### src/rtl/core/mpt_pkg.sv
// shared types, codes and reset values for the mouse position tracker
`timescale 1ns / 1ps
`default_nettype none

package mpt_pkg;

   localparam int unsigned CountWidth = 8;
   localparam int unsigned PosWidth   = 16;
   localparam int unsigned CsrIndexWidth = 2;

   // event kinds
   localparam logic EV_MOVE   = 1'b0;
   localparam logic EV_BUTTON = 1'b1;

   // button change codes
   localparam logic [1:0] CHG_NONE    = 2'd0;
   localparam logic [1:0] CHG_PRESS   = 2'd1;
   localparam logic [1:0] CHG_RELEASE = 2'd2;

   // register indexes
   localparam logic [CsrIndexWidth-1:0] CSR_WINDOW_LEFT   = 2'd0;
   localparam logic [CsrIndexWidth-1:0] CSR_WINDOW_RIGHT  = 2'd1;
   localparam logic [CsrIndexWidth-1:0] CSR_WINDOW_TOP    = 2'd2;
   localparam logic [CsrIndexWidth-1:0] CSR_WINDOW_BOTTOM = 2'd3;

   localparam logic signed [PosWidth-1:0] RESET_WINDOW_LEFT   = 16'sd0;
   localparam logic signed [PosWidth-1:0] RESET_WINDOW_RIGHT  = 16'sd319;
   localparam logic signed [PosWidth-1:0] RESET_WINDOW_TOP    = 16'sd0;
   localparam logic signed [PosWidth-1:0] RESET_WINDOW_BOTTOM = 16'sd255;

   typedef struct packed {
      logic [15:0] counter_word;
      logic        left_line;
      logic        right_line;
   } req_type;

   typedef struct packed {
      logic               event_kind;
      logic signed [15:0] pos_x;
      logic signed [15:0] pos_y;
      logic signed [7:0]  delta_x;
      logic signed [7:0]  delta_y;
      logic [1:0]         left_change;
      logic [1:0]         right_change;
      logic               last;
   } rsp_type;

   typedef struct packed {
      logic signed [15:0] left;
      logic signed [15:0] right;
      logic signed [15:0] top;
      logic signed [15:0] bottom;
   } window_type;

   typedef struct packed {
      logic [7:0]         prev_x;
      logic [7:0]         prev_y;
      logic [1:0]         buttons;
      logic signed [15:0] pos_x;
      logic signed [15:0] pos_y;
      logic               primed;
   } track_type;

   // events produced by one request, move first
   typedef struct packed {
      logic               move_pend;
      logic               button_pend;
      logic signed [15:0] pos_x;
      logic signed [15:0] pos_y;
      logic signed [7:0]  delta_x;
      logic signed [7:0]  delta_y;
      logic [1:0]         left_change;
      logic [1:0]         right_change;
   } pair_type;

endpackage

`default_nettype wire

### src/rtl/core/mpt_step.sv
// per-request update: deltas, clamped positions, button changes
`timescale 1ns / 1ps
`default_nettype none

module mpt_step (
   input  var mpt_pkg::track_type  track,
   input  var mpt_pkg::window_type window,
   input  var mpt_pkg::req_type    req,
   output mpt_pkg::track_type      track_next,
   output mpt_pkg::pair_type       pair
);

   logic [7:0]         count_x;
   logic [7:0]         count_y;
   logic [1:0]         btn;
   logic [1:0]         change;
   logic signed [7:0]  dx;
   logic signed [7:0]  dy;
   logic signed [15:0] new_x;
   logic signed [15:0] new_y;

   assign count_x = req.counter_word[7:0];
   assign count_y = req.counter_word[15:8];
   assign btn     = {~req.right_line, ~req.left_line};
   assign change  = track.buttons ^ btn;
   assign dx      = count_x - track.prev_x;
   assign dy      = count_y - track.prev_y;

   function automatic logic signed [15:0] clamp_move(
      input logic signed [15:0] pos,
      input logic signed [7:0]  delta,
      input logic signed [15:0] lo,
      input logic signed [15:0] hi
   );
      logic signed [16:0] sum;
      logic signed [16:0] raised;
      logic signed [16:0] lo_w;
      logic signed [16:0] hi_w;
      lo_w   = {lo[15], lo};
      hi_w   = {hi[15], hi};
      sum    = {pos[15], pos} + {{9{delta[7]}}, delta};
      raised = (sum < lo_w) ? lo_w : sum;
      clamp_move = (raised > hi_w) ? hi : raised[15:0];
   endfunction

   assign new_x = (dx != 8'sd0) ? clamp_move(track.pos_x, dx, window.left, window.right)
                                : track.pos_x;
   assign new_y = (dy != 8'sd0) ? clamp_move(track.pos_y, dy, window.top, window.bottom)
                                : track.pos_y;

   always_comb begin
      track_next.prev_x  = count_x;
      track_next.prev_y  = count_y;
      track_next.buttons = btn;
      track_next.primed  = 1'b1;
      pair.delta_x       = dx;
      pair.delta_y       = dy;
      pair.left_change   = mpt_pkg::CHG_NONE;
      pair.right_change  = mpt_pkg::CHG_NONE;
      if (change[0]) begin
         pair.left_change = btn[0] ? mpt_pkg::CHG_PRESS : mpt_pkg::CHG_RELEASE;
      end
      if (change[1]) begin
         pair.right_change = btn[1] ? mpt_pkg::CHG_PRESS : mpt_pkg::CHG_RELEASE;
      end
      if (!track.primed) begin
         // priming request only loads state
         track_next.pos_x = window.left;
         track_next.pos_y = window.top;
         pair.move_pend   = 1'b0;
         pair.button_pend = 1'b0;
      end else begin
         track_next.pos_x = new_x;
         track_next.pos_y = new_y;
         pair.move_pend   = (dx != 8'sd0) || (dy != 8'sd0);
         pair.button_pend = (change != 2'b00);
      end
      pair.pos_x = track_next.pos_x;
      pair.pos_y = track_next.pos_y;
   end

endmodule

`default_nettype wire

### src/rtl/core/mouse_position_tracker.sv
// a request's first result passes through the event pair register, then the output register
// a request with both a move and a button event holds off the next until its move is sent
// otherwise one per cycle if unstalled; the event pair and output registers set the rate
// reset: synchronous, window registers to defaults, tracker unprimed, no events pending
`timescale 1ns / 1ps
`default_nettype none

module mouse_position_tracker (
   input  var logic                clock,
   input  var logic                reset,
   input  var logic                req_valid,
   output logic                    req_stall,
   input  var mpt_pkg::req_type    req_data,
   output logic                    rsp_valid,
   input  var logic                rsp_stall,
   output mpt_pkg::rsp_type        rsp_data,
   input  var logic                csr_we,
   input  var logic [mpt_pkg::CsrIndexWidth-1:0] csr_index,
   input  var logic [15:0]         csr_wdata
);

   mpt_pkg::window_type window_ff, window_in;
   mpt_pkg::track_type  track_ff, track_in, track_step;
   mpt_pkg::pair_type   pair_ff, pair_in, pair_step;
   mpt_pkg::rsp_type    rsp_ff, rsp_in;
   logic                rsp_valid_ff, rsp_valid_in;
   logic                out_free;
   logic                pop;
   logic                pair_empty_next;
   logic                req_accept;

   mpt_step u_step (
      .track      (track_ff),
      .window     (window_ff),
      .req        (req_data),
      .track_next (track_step),
      .pair       (pair_step)
   );

   assign out_free        = !rsp_valid_ff || !rsp_stall;
   assign pop             = out_free && (pair_ff.move_pend || pair_ff.button_pend);
   assign pair_empty_next = !(pair_ff.move_pend || pair_ff.button_pend)
                            || (out_free && !(pair_ff.move_pend && pair_ff.button_pend));
   assign req_stall       = !pair_empty_next;
   assign req_accept      = req_valid && !req_stall;

   always_comb begin
      window_in = window_ff;
      if (csr_we) begin
         unique case (csr_index)
            mpt_pkg::CSR_WINDOW_LEFT:   window_in.left   = csr_wdata;
            mpt_pkg::CSR_WINDOW_RIGHT:  window_in.right  = csr_wdata;
            mpt_pkg::CSR_WINDOW_TOP:    window_in.top    = csr_wdata;
            mpt_pkg::CSR_WINDOW_BOTTOM: window_in.bottom = csr_wdata;
            default: window_in = window_ff;
         endcase
      end
   end

   always_comb begin
      track_in     = req_accept ? track_step : track_ff;
      pair_in      = pair_ff;
      rsp_in       = rsp_ff;
      rsp_valid_in = rsp_valid_ff && rsp_stall;
      if (pop) begin
         rsp_valid_in        = 1'b1;
         rsp_in.pos_x        = pair_ff.pos_x;
         rsp_in.pos_y        = pair_ff.pos_y;
         rsp_in.delta_x      = pair_ff.delta_x;
         rsp_in.delta_y      = pair_ff.delta_y;
         if (pair_ff.move_pend) begin
            rsp_in.event_kind   = mpt_pkg::EV_MOVE;
            rsp_in.left_change  = mpt_pkg::CHG_NONE;
            rsp_in.right_change = mpt_pkg::CHG_NONE;
            rsp_in.last         = !pair_ff.button_pend;
            pair_in.move_pend   = 1'b0;
         end else begin
            rsp_in.event_kind   = mpt_pkg::EV_BUTTON;
            rsp_in.left_change  = pair_ff.left_change;
            rsp_in.right_change = pair_ff.right_change;
            rsp_in.last         = 1'b1;
            pair_in.button_pend = 1'b0;
         end
      end
      if (req_accept) begin
         pair_in = pair_step;
      end
   end

   always_ff @(posedge clock) begin
      if (reset) begin
         window_ff.left   <= mpt_pkg::RESET_WINDOW_LEFT;
         window_ff.right  <= mpt_pkg::RESET_WINDOW_RIGHT;
         window_ff.top    <= mpt_pkg::RESET_WINDOW_TOP;
         window_ff.bottom <= mpt_pkg::RESET_WINDOW_BOTTOM;
         track_ff         <= '0;
         pair_ff.move_pend   <= 1'b0;
         pair_ff.button_pend <= 1'b0;
         rsp_valid_ff     <= 1'b0;
      end else begin
         window_ff        <= window_in;
         track_ff         <= track_in;
         pair_ff.move_pend   <= pair_in.move_pend;
         pair_ff.button_pend <= pair_in.button_pend;
         rsp_valid_ff     <= rsp_valid_in;
      end
      pair_ff.pos_x        <= pair_in.pos_x;
      pair_ff.pos_y        <= pair_in.pos_y;
      pair_ff.delta_x      <= pair_in.delta_x;
      pair_ff.delta_y      <= pair_in.delta_y;
      pair_ff.left_change  <= pair_in.left_change;
      pair_ff.right_change <= pair_in.right_change;
   end

   always_ff @(posedge clock) begin
      rsp_ff               <= rsp_in;
   end

   assign rsp_valid = rsp_valid_ff;
   assign rsp_data  = rsp_ff;

   // a move event always carries a nonzero delta
   assert property (@(posedge clock) disable iff (reset)
      (rsp_valid_ff && rsp_ff.event_kind == mpt_pkg::EV_MOVE)
         |-> (rsp_ff.delta_x != 8'sd0 || rsp_ff.delta_y != 8'sd0))
      else $error("move event without motion");

   // a button event always reports some change
   assert property (@(posedge clock) disable iff (reset)
      (rsp_valid_ff && rsp_ff.event_kind == mpt_pkg::EV_BUTTON)
         |-> (rsp_ff.left_change != mpt_pkg::CHG_NONE
              || rsp_ff.right_change != mpt_pkg::CHG_NONE))
      else $error("button event without change");

   // a new request never lands on a pair still holding two events
   assert property (@(posedge clock) disable iff (reset)
      req_accept |-> !(pair_ff.move_pend && pair_ff.button_pend))
      else $error("request accepted over pending events");

   // a move event that is not last is followed by its button event
   assert property (@(posedge clock) disable iff (reset)
      (rsp_valid_ff && !rsp_stall && !rsp_ff.last) |=> (pair_ff.button_pend
         || (rsp_valid_ff && rsp_ff.event_kind == mpt_pkg::EV_BUTTON)))
      else $error("button event lost after move event");

endmodule

`default_nettype wire
### config.mk
export PLATFORM = sky130hd
export DESIGN_NAME = mouse_position_tracker
export DESIGN_NICKNAME = d
export VERILOG_FILES = /design/src/rtl/core/mpt_pkg.sv /design/src/rtl/core/mpt_step.sv /design/src/rtl/core/mouse_position_tracker.sv
export SDC_FILE = /design/constraint.sdc
export NUM_CORES = 1
export LEC_CHECK = 0
export BUFFER_PORTS_ARGS = -buffer_cell sky130_fd_sc_hd__buf_2
export CORE_MARGIN = 1
export CORE_UTILIZATION = 49
export DETAILED_ROUTE_END_ITERATION = 12
export GPL_ROUTABILITY_DRIVEN = 0
export HOLD_SLACK_MARGIN = 0.12
export PLACE_DENSITY_LB_ADDON = 0.15
export SYNTH_ARGS = -nofsm -noshare
export SYNTH_HDL_FRONTEND = slang
export SYNTH_SLANG_ARGS = --single-unit
### constraint.sdc
create_clock -name clock -period 9.3 [get_ports clock]
set_input_delay 1.86 -clock clock [delete_from_list [all_inputs] [get_ports clock]]
set_output_delay 1.86 -clock clock [all_outputs]
set_load 0.05 [all_outputs]
# Word level (Yosys, flattened, before mapping)

Index checks and enable logic that the tools add are counted.

Output and inout port bits: 56
Bits in registers: 224

Add/sub/neg operators: 4
Bitwise operators: 3
Order comparisons: 4
Equal/unequal tests: 4
Multiplexer cells: 17
Reductions and logical operators: 25

Operators by type and width:

| cell                                                            | count |
|---|---|
| 16-bit 2-to-1 mux                                               | 4 |
| 54-bit 2-to-1 mux                                               | 1 |
| 16-bit by 8-bit adder with 17-bit output                        | 2 |
| 17-bit by 16-bit > comparator with 1-bit output                 | 2 |
| 17-bit by 16-bit less-than comparator with 1-bit output         | 2 |
| 17-bit 2-to-1 mux                                               | 2 |
| 32-bit 2-to-1 mux                                               | 1 |
| 8-bit nonzero test                                              | 2 |
| 8-bit subtractor                                                | 2 |
| 2-bit 2-to-1 mux                                                | 6 |
| 2-bit AND reduction                                             | 5 |
| 1-bit zero test                                                 | 6 |
| 1-bit logical AND                                               | 5 |
| 2-bit == test, second input constant                            | 2 |
| 1-bit logical OR                                                | 4 |
| 2-bit nonzero test                                              | 2 |
| 1-bit 2-to-1 mux                                                | 3 |
| 2-bit by 1-bit == test with 1-bit output, second input constant | 1 |
| 2-bit zero test                                                 | 1 |
| 2-bit by 1-bit != test with 1-bit output, second input constant | 1 |
| 1-bit NOT                                                       | 2 |
| 2-bit bitwise XOR                                               | 1 |

# Depth between registers and ports, before layout

Gate-level depths: netlist of the first run.

Depth after elaboration: 9
Mapped depth: 38

# Modules after synthesis

A second synthesis of the first run with hierarchy kept.

Cell total of the unflattened synthesis: 1,377
Area, all modules: 13,710.6 um^2

By module, submodules not included:

| module                 | area an instance (um^2) | cells each | instances |
|---|---|---|---|
| mouse_position_tracker | 7,877.6                 | 588        | 1 |
| mpt_step               | 5,833.1                 | 789        | 1 |

# Least setup slack after synthesis of the first run

No wires, ideal clock.

Path kind: input port to flip-flop
Start point: input req_data[13] (netlist name)
End point: register pair_ff[34] (netlist name) (data pin)
Cell stages on the path: 27
Path slack: 0.314 ns
Arrival time: 8.716 ns
Data required time: 9.030 ns
Library setup time: 0.270 ns
Path buffers: 2
Cells stage by stage: ha_1 > a21oi_1 > nor2b_1 > or4b_1 > and3_1 > nor2_1 > ha_1 > a21oi_1 > o21ai_0 > o41ai_1 > xnor2_1 > ha_1 > nand3_1 > or4_1 > or3_1 > a31oi_1 > o22ai_1 > buf_6 > mux2_4 > ha_1 > a21o_1 > a2111o_1 > o21ai_1 > clkbuf_1 > mux2_2 > mux2i_1 > a21oi_1

RTL lines:

| item        | RTL line                     | text |
|---|---|---|
| from (decl) | mouse_position_tracker.sv:13 | `input var mpt_pkg::req_type req_data,` |
| to (decl)   | mouse_position_tracker.sv:24 | `mpt_pkg::pair_type pair_ff, pair_in, pair_step;` |

==> summary.md, run 1 <==
| Metric | Value |
|---|---|
| Hold_ws | `415.8 ps` |
| Worst-path clk slew | `60 ps` |
| Status | `completed` |
| Cts bufs inserted | `26` |
| Pin slew with the least headroom to its limit | `1151 ps` |
| Max cap viols | `0` |
| Endpoints failing setup | `0` |
| Final Non-Filler Cells | `1876` |
| Fin nets | `1683` |
| Remaining DRCs | `0` |
| Crit path max fanout | `21` |
| Die Y | `164.7 um` |
| Most common cell on crit path | `ha_1` |
| Top cells by area, synth | `edfxtp_1 (25%), dfxtp_1 (18%), ha_1 (11%), nand2_1 (5.7%), a21oi_1 (5.6%)` |
| Placed Cells | `1828` |
| Ys flop type | `dfxtp_1` |
| ANT nets after route | `0` |
| Final Skew | `7.996 ps` |
| Routed wire per std cell | `18.93 um` |
| Area growth syn-to-layout | `14.02%` |
| # port buffers | `96` |
| Root Driver | `clkbuf_16` |
| Setup WS pre-CTS | `-152.6 ps` |
| Final worst slack | `471.8 ps` |
| Max incr delay on CP | `540 ps` |
| CP required | `9560 ps` |
| Min-delay worst type | `register to register` |
| Top Ports | `97` |
| Most frequent cells in the layout | `nand2_1 (197), a21oi_1 (146), nor2_1 (126)` |
| Final period utilization | `0.9493` |
| Core area | `25980 sq um` |
| Detailed-route via count | `10850` |
| Fin crit period | `8828 ps` |
| Largest net degree at the start of global routing | `89` |
| Synth warn | `0` |
| Async set-reset flop share out of synthesis | `0` |
| Total GRT Usage | `0.2632` |
| Syn nets | `1585` |
| Mean Syn Cell Area | `9.112 sq um` |
| Crit end category | `register` |
| Tot Pwr | `0.004503 W` |
| GRT overflow | `0` |
| Pwr/cell area | `304.6 nW/um^2` |
| Core Rows | `59` |
| Startpoint Class | `input pin` |
| Worst Path Class, Setup | `input pin to register` |
| Vias in the first global route | `10150` |
| WL final | `35.51 mm` |
| Register area share after synthesis | `0.4277` |
| Total clock sinks | `224` |
| Clock latency on the worst-skew pair | `530 ps` |
| Initial Util | `0.4990` |
| Die ar. | `27120 sq um` |
| Mapped cell area | `12970 sq um` |
| Slowest cell on the critical path | `or4_1` |
| Worst Path Arrival | `9080 ps` |
| Layout cell share with drive strength beyond 1 | `0.1356` |
| Final core occ | `0.5690` |
| Commonest non-fill, non-tap cell in the layout | `nand2_1` |
| # diodes | `0` |
| Final hold vios | `0` |
| Synth top area share | `0.2455` |
| CTS tree | `built` |
| CTS Buffer Depth | `3` |
| Number of synthesized register bits | `224` |
| Post-synth cell types | `80` |
| Post-CTS Hold Buffers | `0` |
| Leak | `6.205 nW` |
| First-pass iteration count of the detailed router | `7` |
| Fmax | `0.1133 GHz` |
| Synth area leader | `edfxtp_1` |
| EDFF count, synth | `106` |
| First-pass GRT wire length | `55.28 mm` |
| Via-per-instance ratio | `5.781` |
| Post-DP HPWL | `25.78 mm` |
| Relative slew slack | `0.2297` |
| Iteration-0 DRC Markers | `922` |
| Synthesized instance count | `1423` |
| H-Tree Depth | `1` |
| Initial antenna violation count | `0` |
| Slew Viols, Final | `0` |
| Max VDD drop | `0.0001785 V` |
| Die width | `164.7 um` |
## worst paths after layout
kind	end	startpoint	depth (start not counted)	slack, ps
min reg2reg	rsp_data[43]	pair_ff[42]	0	420
max reg2reg	pair_ff[34]	track_ff[38]	31	1550
min	rsp_data[43]	pair_ff[42]	0	420
max	pair_ff[34]	req_data[13]	31	470
## critical path: cells and delay by family
family	cells	cell delay (ps)
AO/OA/AOI/OAI	11	2190
adder cells (fa/ha/maj)	4	1340
buffers and inverters	4	680
multiplexers	3	820
AND/OR/NAND/NOR	9	2180
## state kept, by name, summed over array words and instances (netlist names)
name and cells:
pair_ff 54, rsp_data 54, rsp_valid 1, track_ff 51, window_ff 64
## where the power goes
group	internal (W)	switching, W
Sequential	0.00116	0.0000566
Combinational	0.000971	0.00130
Clock	0.000595	0.000419
## logic make-up (layout without fill, tap and decap cells)
kind of cell    count (synthesis)  in the layout  synth area share
compound gates                378            378            0.1895
xor+xnor                       36             36           0.02432
fa+ha+maj                     121            121            0.1191
buf+inv                       171            289           0.05095
flops                         224            224            0.4277
mux                            35             35           0.03069
simple gates                  458            458            0.1578
## metrics by stage
| step | cell area, sq um | TNS, ps |
|---|---|---|
| 6_report | 14780 | 0 |
| 5_1_grt | 14780 | -1.403 |
| 4_1_cts | 14770 | 0 |
| 3_5_place_dp | 13920 | -547.5 |
| 3_3_place_gp | 13920 | -179.4 |
| 2_1_floorplan | 12970 | 0 |
## final cells by class
class                   instances  area (sq um)
flip-flops and latches        224          5545
repair buffers                126         743.2
multi-input cells            1028          6789
fillers                      2396         11200
clock buffers                  30         696.9
inverters                     115         432.9
well taps                     335         419.2
clock inverters                18         157.7
## synth_stat cells, drive strengths merged, types with 17 or more instances
master,instances
clkbuf,41
mux2i,18
nand3,29
a21oi,147
nor2,128
a21o,23
ha,117
nand2,198
inv,114
nand2b,18
edfxtp,106
o21ai,53
dfxtp,118
xnor2,20
mux2,17
## layer usage
layer,vias up,GRT usage,wire length (um)
met5,-,0,0
met4,0,0.07715,864
met3,58,0.04520,2846
met2,412,0.3948,14950
met1,5083,0.3847,16840
li1,5292,-,-
## timing repair
item                                    in CTS  in global routing
buffers inserted                             0                  0
endpoints found under the setup margin       0                 28
gates resized for setup                      0                  5
Power figures use the tool's default switching activity.
==> inputs of run 2 (changes only) <==
--- a/config.mk
+++ b/config.mk
@@ -5,10 +5,10 @@
 export SDC_FILE = /design/constraint.sdc
 export NUM_CORES = 1
 export LEC_CHECK = 0
-export BUFFER_PORTS_ARGS = -buffer_cell sky130_fd_sc_hd__buf_2
 export CORE_MARGIN = 1
 export CORE_UTILIZATION = 49
 export DETAILED_ROUTE_END_ITERATION = 12
+export DONT_BUFFER_PORTS = 1
 export GPL_ROUTABILITY_DRIVEN = 0
 export HOLD_SLACK_MARGIN = 0.12
 export PLACE_DENSITY_LB_ADDON = 0.15
==> run 2 against run 1 <==
Against the previous run:
- sequential power up 4%
- count of clock-buffer cells in the layout up 10
- die area unchanged
- total power down 1.9%
- via count down 4.5%
- cell area down 3.7%
==> summary.md, run 2 (same netlist as run 1, synthesis figures left out) <==
| Metric | Value |
|---|---|
| ANT nets after route | `0 (unchanged)` |
| Final Skew | `8.212 ps (was 7.996 ps)` |
| Post-CTS Hold Buffers | `0 (unchanged)` |
| Endpoints failing setup | `0 (unchanged)` |
| Final period utilization | `0.9586 (was 0.9493)` |
| Met3 WL | `2.831 mm (was 2.846 mm)` |
| Fin crit period | `8915 ps (was 8828 ps)` |
| Hold Path Origin | `pair_ff[19] (was pair_ff[42])` |
| Fmax | `0.1122 GHz (was 0.1133 GHz)` |
| Min-delay worst type | `register to register (unchanged)` |
| WL met2 | `14.47 mm (was 14.95 mm)` |
| Hold path endpoint | `rsp_data[20] (was rsp_data[43])` |
| Top Ports | `97 (unchanged)` |
| Slowest cell on the critical path | `a2111oi_0 (was or4_1)` |
| Die width | `164.7 um (unchanged)` |
| Fin nets | `1577 (was 1683)` |
| Detailed-route via count | `10360 (was 10850)` |
| Total GRT Usage | `0.2516 (was 0.2632)` |
| Crit path max fanout | `22 (was 21)` |
| Initial antenna violation count | `0 (unchanged)` |
| Vias in the first global route | `9606 (was 10150)` |
| Via-per-instance ratio | `5.854 (was 5.781)` |
| Crit end category | `register (unchanged)` |
| Cts bufs inserted | `26 (unchanged)` |
| Relative slew slack | `0.2256 (was 0.2297)` |
| Buf/Inv on CP | `4 (unchanged)` |
| Post-DP HPWL | `24.95 mm (was 25.78 mm)` |
| Max cap viols | `0 (unchanged)` |
| Status | `completed (unchanged)` |
| Worst R2R Start | `track_ff[43] (was track_ff[38])` |
| Max incr delay on CP | `440 ps (was 540 ps)` |
| Die ar. | `27120 sq um (unchanged)` |
| Initial Util | `0.4990 (unchanged)` |
| Startpoint Class | `input pin (unchanged)` |
| H-Tree Depth | `1 (unchanged)` |
| Commonest non-fill, non-tap cell in the layout | `nand2_1 (unchanged)` |
| Most common cell on crit path | `ha_1 (unchanged)` |
| Most frequent cells in the layout | `nand2_1 (198), a21oi_1 (145), nor2_1 (126) (was nand2_1 (197), a21oi_1 (146), nor2_1 (126))` |
| Leak | `5.762 nW (was 6.205 nW)` |
| Setup Total Neg Slack | `0 ps (unchanged)` |
| Iteration-0 DRC Markers | `909 (was 922)` |
| Total clock sinks | `224 (unchanged)` |
| First-pass GRT wire length | `53.10 mm (was 55.28 mm)` |
| Setup WS pre-CTS | `-107.2 ps (was -152.6 ps)` |
| Hold_ws | `416.5 ps (was 415.8 ps)` |
| Final worst slack | `385.0 ps (was 471.8 ps)` |
| CTS tree | `built (unchanged)` |
| Max VDD drop | `0.0002428 V (was 0.0001785 V)` |
| Largest delay contributor family on the critical path | `compound AO/OA/AOI/OAI gates (unchanged)` |
| Worst Path Class, Setup | `input pin to register (unchanged)` |
| Remaining DRCs | `0 (unchanged)` |
| # diodes | `0 (unchanged)` |
| Flop-to-flop setup slack | `1390 ps (was 1550 ps)` |
| GRT overflow | `0 (unchanged)` |
| Area growth syn-to-layout | `9.804% (was 14.02%)` |
| Hold path cells | `0 (unchanged)` |
| Final hold vios | `0 (unchanged)` |
| WL final | `34.24 mm (was 35.51 mm)` |
| Pwr/cell area | `310.2 nW/um^2 (was 304.6 nW/um^2)` |
| CTS Buffer Depth | `3 (unchanged)` |
| Die Y | `164.7 um (unchanged)` |
| Pin slew with the least headroom to its limit | `1157 ps (was 1151 ps)` |
| PostCTS Resize Cnt | `0 (unchanged)` |
| FF-to-FF End | `pair_ff[41] (was pair_ff[34])` |
| Worst Path Arrival | `9200 ps (was 9080 ps)` |
| Tot Pwr | `0.004416 W (was 0.004503 W)` |
| Root Driver | `clkbuf_16 (unchanged)` |
| # port buffers | `0 (was 96)` |
| Largest net degree at the start of global routing | `93 (was 89)` |
| Clock latency on the worst-skew pair | `540 ps (was 530 ps)` |
| First-pass iteration count of the detailed router | `5 (was 7)` |
| Routed wire per std cell | `19.35 um (was 18.93 um)` |
| Core area | `25980 sq um (unchanged)` |
| Post-CTS Setup Bufs | `0 (unchanged)` |
| Worst-path clk slew | `60 ps (about the same)` |
| Layout cell share with drive strength beyond 1 | `0.06829 (was 0.1356)` |
| Core Rows | `59 (unchanged)` |
| Top routing layer used | `met4 (unchanged)` |
| Wl on met1 | `16.26 mm (was 16.84 mm)` |
| R2r worst-path depth | `30 (was 31)` |
| Slew Viols, Final | `0 (unchanged)` |
| Max reg flops | `64 (unchanged)` |
| RSZ-0062 raised after global routing | `no` |
| CP required | `9590 ps (was 9560 ps)` |
| Most flop-heavy register | `window_ff (unchanged)` |
-- run 2: how the worst max path moves through the flow --
| stage | start | to | slack (ps) | cells past startpoint |
|---|---|---|---|---|
| after floorplan | req_data[13] | pair_ff[34] | 310 | 27 |
| after global routing | req_data[2] | pair_ff[41] | 10 | 32 |
| final | req_data[2] | pair_ff[41] | 390 | 31 |
| after detailed placement | req_data[2] | pair_ff[49] | -110 | 32 |
| after CTS | req_data[2] | pair_ff[49] | 410 | 32 |
| after global placement | req_data[2] | pair_ff[49] | -240 | 32 |
-- run 2: metrics by stage --
| step | util | cells | area [sq um] |
|---|---|---|---|
| final | 0.5479 | 1770 | 14240 |
| after global placement | 0.5138 | 1722 | 13350 |
| after detailed placement | 0.5138 | 1722 | 13350 |
| after floorplan | - | 1423 | 12970 |
| after CTS | 0.5472 | 1770 | 14220 |
| after global routing | 0.5479 | 1770 | 14240 |
-- run 2: layout make-up --
cell class              count  area, sq um
clock buffers              40        733.2
clock inverters             8        135.1
fillers                  2362        11750
inverters                 115        432.9
multi-input cells        1028         6797
flip-flops and latches    224         5545
well taps                 335        419.2
repair buffers             20        175.2
-- run 2: per-layer routing --
| metal | GRT usage | vias to the layer above |
|---|---|---|
| li1 | - | 5088 |
| met1 | 0.3679 | 4853 |
| met2 | 0.3761 | 373 |
| met3 | 0.05148 | 47 |
| met4 | 0.06130 | 0 |
| met5 | 0 | - |
-- run 2: power breakdown --
group	total [W]	internal [W]	switching (W)	leakage (nW)
Combinational	0.00212	0.000901	0.00121	3.37
Clock	0.00103	0.000626	0.000405	0.413
Sequential	0.00127	0.00116	0.000107	1.98
